--- config.mk ---
export PLATFORM = sky130hd
export DESIGN_NAME = rsas_ctrl
export DESIGN_NICKNAME = d
export VERILOG_FILES = /design/src/sv/rotated_sorted_array_search_assert.svh /design/src/sv/rsas_pkg.sv /design/src/sv/rsas_ctrl.sv
export SDC_FILE = /design/constraint.sdc
export NUM_CORES = 1
export LEC_CHECK = 0
export BUFFER_PORTS_ARGS = -buffer_cell sky130_fd_sc_hd__buf_2
export CAP_MARGIN = 20
export CORE_ASPECT_RATIO = 1.2
export CORE_MARGIN = 2
export CORE_UTILIZATION = 25
export DETAILED_ROUTE_END_ITERATION = 7
export PLACE_DENSITY_LB_ADDON = 0.12
export SETUP_SLACK_MARGIN = 0.15
export SLEW_MARGIN = 20
export SYNTH_ARGS = -nofsm -noshare
export SYNTH_HDL_FRONTEND = slang
export SYNTH_SLANG_ARGS = --single-unit
--- constraint.sdc ---
create_clock -name clk -period 7.5 [get_ports clk]
set_input_delay 0.375 -clock clk [delete_from_list [all_inputs] [get_ports clk]]
set_output_delay 0.375 -clock clk [all_outputs]
set_load 0.005 [all_outputs]
--- src/sv/rotated_sorted_array_search_assert.svh ---
// ---------------------------------------------------------------------------
// Rotated sorted array search - assertion macros
// Concurrent assertion wrappers; empty bodies in synthesis builds.
// ---------------------------------------------------------------------------
`ifndef ROTATED_SORTED_ARRAY_SEARCH_ASSERT_SVH
`define ROTATED_SORTED_ARRAY_SEARCH_ASSERT_SVH

`ifndef SYNTHESIS

// clocked property, disabled during reset
`define RSAS_ASSERT(label, clk, rst_n, prop, msg) \
  label: assert property (@(posedge clk) disable iff (!rst_n) prop) else $error(msg);

// clocked property, checked during reset too
`define RSAS_ASSERT_ALWAYS(label, clk, prop, msg) \
  label: assert property (@(posedge clk) prop) else $error(msg);

`else

`define RSAS_ASSERT(label, clk, rst_n, prop, msg)
`define RSAS_ASSERT_ALWAYS(label, clk, prop, msg)

`endif

`endif

--- src/sv/rsas_pkg.sv ---
// ---------------------------------------------------------------------------
// Rotated sorted array search - package
// Payload types, search sequencer states and shared constants.
// ---------------------------------------------------------------------------
package rsas_pkg;

  localparam int DEPTH_DEF = 1024;
  localparam int VAL_W     = 32;
  localparam int POS_W     = 10;

  localparam logic KIND_LOAD   = 1'b0;
  localparam logic KIND_SEARCH = 1'b1;

  typedef struct packed {
    logic                    kind;
    logic signed [VAL_W-1:0] value;
    logic                    first;
  } rsas_in_t;

  typedef struct packed {
    logic             found;
    logic [POS_W-1:0] position;
  } rsas_out_t;

  typedef struct packed {
    logic      valid;
    rsas_out_t data;
  } rsas_res_t;

  typedef enum logic [2:0] {
    S_IDLE,
    S_LOOP,
    S_RD_MID,
    S_CMP,
    S_RD_HI,
    S_CMP_HI,
    S_FINAL,
    S_RESULT
  } rsas_state_t;

endpackage

--- src/sv/rsas_ctrl.sv ---
// ---------------------------------------------------------------------------
// Rotated sorted array search - load and search sequencer
// Appends elements to the store and runs the halving search over it.
// ---------------------------------------------------------------------------
module rsas_ctrl #(
  parameter int   DEPTH = rsas_pkg::DEPTH_DEF,
  localparam int  AW    = (DEPTH > 1) ? $clog2(DEPTH) : 1,
  localparam int  CW    = $clog2(DEPTH + 1)
) (
  input  logic                            clk,
  input  logic                            rst_n,
  input  logic                            in_valid,
  output logic                            in_ready,
  input  rsas_pkg::rsas_in_t              in_data,
  input  logic                            out_free,
  output rsas_pkg::rsas_res_t             res,
  output logic                            ram_we,
  output logic [AW-1:0]                   ram_addr,
  output logic [rsas_pkg::VAL_W-1:0]      ram_wdata,
  input  logic [rsas_pkg::VAL_W-1:0]      ram_rdata
);

  rsas_pkg::rsas_state_t state_r, state_nxt;
  logic [CW-1:0]                       count_r, count_nxt;
  logic [AW-1:0]                       lo_r, lo_nxt;
  logic [AW-1:0]                       hi_r, hi_nxt;
  logic signed [rsas_pkg::VAL_W-1:0]   key_r, key_nxt;
  logic signed [rsas_pkg::VAL_W-1:0]   kl_r, kl_nxt;
  logic signed [rsas_pkg::VAL_W-1:0]   kn_r, kn_nxt;
  rsas_pkg::rsas_out_t                 res_r, res_nxt;

  logic signed [rsas_pkg::VAL_W-1:0]   rd_val;
  logic [AW:0]                         mid_sum;
  logic [AW-1:0]                       mid;
  logic [AW-1:0]                       mid_inc;
  logic [CW-1:0]                       base;
  logic                                base_ok;
  logic [CW-1:0]                       cnt_m1;
  logic [AW+rsas_pkg::POS_W-1:0]       lo_ext;
  logic                                is_load;

  assign rd_val   = $signed(ram_rdata);
  assign mid_sum  = {1'b0, lo_r} + {1'b0, hi_r};
  assign mid      = mid_sum[AW:1];
  assign mid_inc  = mid + AW'(1);
  assign base     = in_data.first ? '0 : count_r;
  assign base_ok  = base < CW'(DEPTH);
  assign cnt_m1   = count_r - CW'(1);
  assign lo_ext   = {{rsas_pkg::POS_W{1'b0}}, lo_r};
  assign is_load  = in_data.kind == rsas_pkg::KIND_LOAD;

  // next state and datapath
  always_comb begin
    state_nxt = state_r;
    count_nxt = count_r;
    lo_nxt    = lo_r;
    hi_nxt    = hi_r;
    key_nxt   = key_r;
    kl_nxt    = kl_r;
    kn_nxt    = kn_r;
    res_nxt   = res_r;
    case (state_r)
      rsas_pkg::S_IDLE: begin
        if (in_valid) begin
          if (is_load) begin
            count_nxt = base_ok ? base + CW'(1) : base;
          end else begin
            key_nxt = in_data.value;
            if (count_r == '0) begin
              res_nxt   = '0;
              state_nxt = rsas_pkg::S_RESULT;
            end else begin
              lo_nxt    = '0;
              hi_nxt    = cnt_m1[AW-1:0];
              state_nxt = rsas_pkg::S_LOOP;
            end
          end
        end
      end
      rsas_pkg::S_LOOP: begin
        state_nxt = (lo_r < hi_r) ? rsas_pkg::S_RD_MID : rsas_pkg::S_FINAL;
      end
      rsas_pkg::S_RD_MID: begin
        kl_nxt    = rd_val;
        state_nxt = rsas_pkg::S_CMP;
      end
      rsas_pkg::S_CMP: begin
        if (kl_r <= rd_val) begin
          // left half sorted
          if (kl_r <= key_r && key_r <= rd_val) begin
            hi_nxt = mid;
          end else begin
            lo_nxt = mid_inc;
          end
          state_nxt = rsas_pkg::S_LOOP;
        end else begin
          state_nxt = rsas_pkg::S_RD_HI;
        end
      end
      rsas_pkg::S_RD_HI: begin
        kn_nxt    = rd_val;
        state_nxt = rsas_pkg::S_CMP_HI;
      end
      rsas_pkg::S_CMP_HI: begin
        // right half sorted
        if (kn_r <= key_r && key_r <= rd_val) begin
          lo_nxt = mid_inc;
        end else begin
          hi_nxt = mid;
        end
        state_nxt = rsas_pkg::S_LOOP;
      end
      rsas_pkg::S_FINAL: begin
        res_nxt.found    = rd_val == key_r;
        res_nxt.position = (rd_val == key_r) ? lo_ext[rsas_pkg::POS_W-1:0] : '0;
        state_nxt        = rsas_pkg::S_RESULT;
      end
      rsas_pkg::S_RESULT: begin
        if (out_free) begin
          state_nxt = rsas_pkg::S_IDLE;
        end
      end
      default: begin
        state_nxt = rsas_pkg::S_IDLE;
      end
    endcase
  end

  // outputs and store port
  always_comb begin
    in_ready  = 1'b0;
    ram_we    = 1'b0;
    ram_addr  = lo_r;
    ram_wdata = in_data.value;
    res.valid = 1'b0;
    res.data  = res_r;
    case (state_r)
      rsas_pkg::S_IDLE: begin
        in_ready = 1'b1;
        ram_we   = in_valid && is_load && base_ok;
        ram_addr = base[AW-1:0];
      end
      rsas_pkg::S_LOOP:   ram_addr = lo_r;
      rsas_pkg::S_RD_MID: ram_addr = mid;
      rsas_pkg::S_CMP:    ram_addr = mid_inc;
      rsas_pkg::S_RD_HI:  ram_addr = hi_r;
      rsas_pkg::S_RESULT: res.valid = 1'b1;
      default: begin
        ram_addr = lo_r;
      end
    endcase
  end

  always_ff @(posedge clk) begin
    if (!rst_n) begin
      state_r <= rsas_pkg::S_IDLE;
      count_r <= '0;
    end else begin
      state_r <= state_nxt;
      count_r <= count_nxt;
    end
    lo_r  <= lo_nxt;
    hi_r  <= hi_nxt;
    key_r <= key_nxt;
    kl_r  <= kl_nxt;
    kn_r  <= kn_nxt;
    res_r <= res_nxt;
  end

endmodule

==> Word level (Yosys, flattened, before mapping) <==
Cells that the tools add are included.
{ "totals": {"in_bits": 70, "out_inout_bits": 56, "ff_bits": 141} }
{ "classes": {"n_addsub": 4, "reduce_logical": 14, "n_bitwise": 1, "n_mux": 32, "n_lt_le_gt_ge": 6, "eq_ne": 18} }
{ "op_table": {"columns": ["op", "n"], "rows": [
  ["$mux W10", 13],
  ["$le A32 B32 Y1", 4],
  ["$pmux W10 S3", 2],
  ["$mux W11", 5],
  ["$pmux W10 S4", 1],
  ["$eq A32 B32 Y1", 1],
  ["$pmux W3 S8", 1],
  ["$pmux W11 S2", 1],
  ["$ne A2 B2 Y1 const B", 10],
  ["$mux W3", 6],
  ["$reduce_and A7 Y1", 2],
  ["$eq A3 B3 Y1 const B", 4],
  ["$add A10 B10 Y11", 1],
  ["$add A11 B1 Y11 const B", 1],
  ["$logic_not A11 Y1", 1],
  ["$lt A11 B11 Y1 const B", 1],
  ["$add A10 B1 Y10 const B", 1],
  ["$lt A10 B10 Y1", 1],
  ["$sub A10 B1 Y10 const B", 1],
  ["$reduce_and A3 Y1", 3],
  ["$eq A3 B2 Y1 const B", 2],
  ["$logic_and A1 B1 Y1", 4],
  ["$reduce_and A4 Y1", 1],
  ["$eq A3 B1 Y1 const B", 1],
  ["5 further kinds", 7]
]} }

==> Logic depth before layout (Yosys ltp) <==
{ "depth": {"ltp_word": 5, "depth_mapped": 11} }

==> Least setup slack after synthesis <==
Ideal clock, no wire load.
{ "synth_path": {"kind": "input port to flip-flop", "from": "input port ram_rdata[1] (netlist bit)", "to": "register hi_r[0] (enable)", "setup_ns": 0.404, "t_arrival_ns": 3.137, "path_slack_ns": 3.960, "n_path_buf": 0, "stages": 10, "cell_sequence": "inv_1 ha_1 nor2b_1 o211ai_1 a21oi_1 o311a_1 or4_1 nand3_1 a32oi_1 nor4bb_1"} }
{ "synth_between": {"elab_chain_len": 4, "elab_cells_between_ends": 8, "classes_between": "order compare: 2; eq/ne: 3; reduce/logical: 3"} }
{ "synth_lines": {"columns": ["element", "line", "text"], "rows": [
  ["from (decl)", "rsas_ctrl.sv:20", "input logic [rsas_pkg::VAL_W-1:0] ram_rdata"],
  ["$le A32 B32 Y1", "rsas_ctrl.sv:90, rsas_ctrl.sv:106", null],
  ["$logic_and A1 B1 Y1 (on tied branches)", "rsas_ctrl.sv:106, rsas_ctrl.sv:90", null],
  ["$ne A2 B2 Y1 (no source line)", null, null],
  ["$reduce_and A7 Y1 (no source line) *", null, null],
  ["to (signal assigned)", "rsas_ctrl.sv:163", "hi_r <= hi_nxt;"],
  ["to (decl)", "rsas_ctrl.sv:26", "logic [AW-1:0] hi_r, hi_nxt;"]
]} }
Every way passes the cells marked *; elsewhere a longest branch is shown, timed or not.
A chain may end at the register's enable or synchronous reset.

==> Worst setup path after layout <==
{ "layout_path": {"from": "register lo_r[2]", "to": "output port ram_addr[6]"} }
{ "layout_between": {"elab_chain_len": 3} }
{ "layout_lines": {"columns": ["element", "line", "text"], "rows": [
  ["from (decl)", "rsas_ctrl.sv:25", "logic [AW-1:0] lo_r, lo_nxt;"],
  ["from (signal assigned)", "rsas_ctrl.sv:162", "lo_r <= lo_nxt;"],
  ["$add A10 B10 Y11 *", "rsas_ctrl.sv:43", "assign mid_sum = {1'b0, lo_r} + {1'b0, hi_r};"],
  ["$add A10 B1 Y10", "rsas_ctrl.sv:45", "assign mid_inc = mid + AW'(1);"],
  ["$pmux W10 S4 *", "rsas_ctrl.sv:137", "case (state_r)"],
  ["to (decl)", "rsas_ctrl.sv:18", "output logic [AW-1:0] ram_addr,"]
]} }
Marks and branches as above.

==> impl_metrics.ini <==
[logic_synthesis]
syn_nets = 1168
ys.flop_type = edfxtp_1
synth.top_cell.area_share = 0.3883
synthTopCellsByCount = ha_1, edfxtp_1, inv_1, a21oi_1, nand2_1
synth_xor_xnor_area_share = 0.02764
post-synth-top-area-cell = edfxtp_1
syn_avg_cell_area_um2 = 10.36
synth_compound_area_frac = 0.1414
synthSimpleGateAreaFrac = 0.1455
synthTopCellsByArea = edfxtp_1, ha_1, a21oi_1
async_reset_ff_frac = 0
synthMuxAreaShare = 0.004076
ys_seq_elements = 141
synth_fa_ha_area_frac = 0.1918
synth_edf_count = 127
yosysMostFrequentCell = ha_1
postSynthCellCount = 948
synth_warnings = 0
synth_top_family_by_area = adder cells
netlist-cell-type-count = 81
synth_area_mm2 = 0.009822
synth-seq-area-share = 0.4168

[worst_setup_path]
reg2reg_depth = 10
reg2reg_to = lo_r[8]
crit_arrival_ns = 3.54
r2r_setup_slack_ns = 3.88
critPathMaxFanout = 7
cp-end-kind = output port
path_class = flip-flop to output port
crit_required_ns = 7.12
critPathLaunchType = flip-flop
r2r_start = key_r[15]

[floorplan]
die_width_um = 184.9
ioPinCount = 126
initial_core_util = 0.2535
die-area_mm2 = 0.04090
rows = 79
core_mm2 = 0.03875
die_h_um = 221.1

[global_routing]
grt_pass1_vias = 7586
grt_start_max_net_pins = 37
grt_usage = 0.1452
antenna_found_initial = 0
grt_pass1_wl_um = 43960
overflow = 0

[placed_design]
port_buffers = 125
dp_hpwl_um = 22600
dpl.cell_count = 1553
gp_congestion = 0.8047

[status]
status = finished clean

[hold_path]
holdPathStages = 1
hp-class = primary input to flip-flop
hold_end = key_r[10]
hp-start = in_data[11]

[route]
wl_um = 28710
drtIter0Drc = 308
dr_total_vias = 7256
detail-route-antenna-nets = 0
drt_pre_antenna_iters = 5
viasPerCell = 4.578
drcViolationCount = 0
wl_per_cell_um = 18.11

[cts]
cts_resized = 0
holdBufCountCts = 0
cts.sinks = 141
clkTransAtPathRegs_ns = 0.07
cts-root-buf = clkbuf_16
clock_latency_ns = 0.45
cts_tree = done
cts-htree-levels = 4
post_cts_buffers = 0
cts_buffer_depth = 2
cts_buffers = 17

[final_layout]
syn_to_final_growth_pct = 16.24
nNetsFinal = 1266
drive_above_1_share = 0.1804
n_antenna_cell = 0
finalNonFillerCells = 1585
fillers = 4126

[sta]
min_period_ns = 3.910
skew_ns = 0.01391
finalSetupViolCount = 0
slew_headroom = 0.3282
report.final.slew_viol_count = 0
min_period_over_period = 0.5213
worstMarginPinSlew_ns = 1.001
rsz0062_at_grt = no
clock.fmax_ghz = 0.2557
hold_viol_final = 0
setup_tns_ns = 0

[power_and_ir_drop]
p_leak_nw = 4.882
power_density_mw_per_mm2 = 369.3
power_mw = 4.217
vdd_drop_max_mv = 0.1851

[job]
maxCapViolations = 0
area by class of cell:
cell class                      instances  area (um2)  area share
Clock buffer                           19       432.9     0.03792
Clock inverter                         13       140.1     0.01227
Inverter                               98       367.9     0.03222
Multi-Input combinational cell        655        5039      0.4413
Sequential cell                       141        4094      0.3586
Tap cell                              526       658.1     0.05764
Timing Repair Buffer                  133       685.7     0.06005
per-layer routing:
layer	GRT usage	wire length, um	vias to the layer above
li1	-	-	3663
met1	0.1693	12240	3453
met2	0.2624	15010	111
met3	0.02469	800	29
met4	0.05479	647	0
met5	0	0	-
critical path: stages, from the launching register on:
cell and delay, ns:
edfxtp_1 0.49, ha_1 0.42, and4bb_1 0.23, o31a_1 0.33, or2_4 0.30, xor2_4 0.19
nor3b_2 0.43, nor2_1 0.11, a21o_1 0.18, a221oi_2 0.26, buf_2 0.15
power breakdown:
group | internal [mW] | switching [mW] | leakage [nW]
combinational | 0.787 | 1.33 | 3.33
sequential | 1.12 | 0.124 | 1.28
clock | 0.489 | 0.363 | 0.270
total | 2.40 | 1.82 | 4.88
cell usage in the layout (no fill, tap or decap), types with 3 or more instances in the layout:
cell	netlist	routed
ha_1	149	149
nand3_1	24	24
o221ai_1	4	4
clkinv_2	0	3
a31oi_1	4	4
a221oi_1	4	4
xnor2_1	11	11
o22ai_1	7	7
buf_2	1	125
a21boi_0	3	3
nor3b_1	3	3
xor2_1	10	10
nor2_1	49	48
inv_1	96	96
nand4_1	27	27
a21oi_1	83	83
nor3_1	13	11
and4_1	5	5
o21ai_1	8	9
nor3_2	2	4
clkbuf_16	0	17
and2_1	18	18
nor4_1	10	10
o211a_1	3	3
nand2b_1	4	4
o21bai_1	6	6
nand2_1	58	58
clkinvlp_4	0	4
nor2b_1	13	13
o21ai_0	29	28
dfxtp_1	14	14
mux2i_1	4	4
a211oi_1	7	7
edfxtp_1	127	127
o21a_1	7	7
buf_4	34	8
and3_1	11	10
a21o_1	18	18
o211ai_1	7	7
worst max-delay path by stage:
stage                  startpoint          end  slack [ns]  cells after the start
finish                    lo_r[2]  ram_addr[6]        3.59                     10
global route              lo_r[2]  ram_addr[6]        3.43                     10
CTS                       lo_r[2]  ram_addr[6]        3.57                     10
detailed placement  ram_rdata[27]      lo_r[7]        3.77                     11
global placement        key_r[15]      lo_r[7]        3.78                     10
floorplan            ram_rdata[1]      hi_r[0]        3.96                     10
stage by stage:
step	setup slack, ns	utilization	cell area [um2]	hold WS, ns
after floorplan	3.960	-	9822	0.4739
after global placement	3.782	0.2797	10840	0.5562
after detailed placement	3.770	0.2797	10840	0.5649
after CTS	3.574	0.2945	11410	0.08222
after global routing	3.430	0.2947	11420	0.09611
final	3.590	0.2947	11420	0.1057
sequential cells by signal, indices dropped and copies added (netlist names):
name / flops
res: 11
state_r: 3
lo_r: 10
key_r: 32
count_r: 11
kn_r: 32
kl_r: 32
hi_r: 10
cells by family (layout without fill, tap and decap cells):
kind of cell | Yosys count | after routing
adders and majority gates | 150 | 150
buffers and inverters | 152 | 263
and+or+nand+nor | 260 | 260
DFF | 141 | 141
xor gates and xnor gates | 25 | 25
AOI/OAI and AO/OA | 216 | 216
muxes | 4 | 4
No activity file was read; power rests on OpenSTA's default activity.
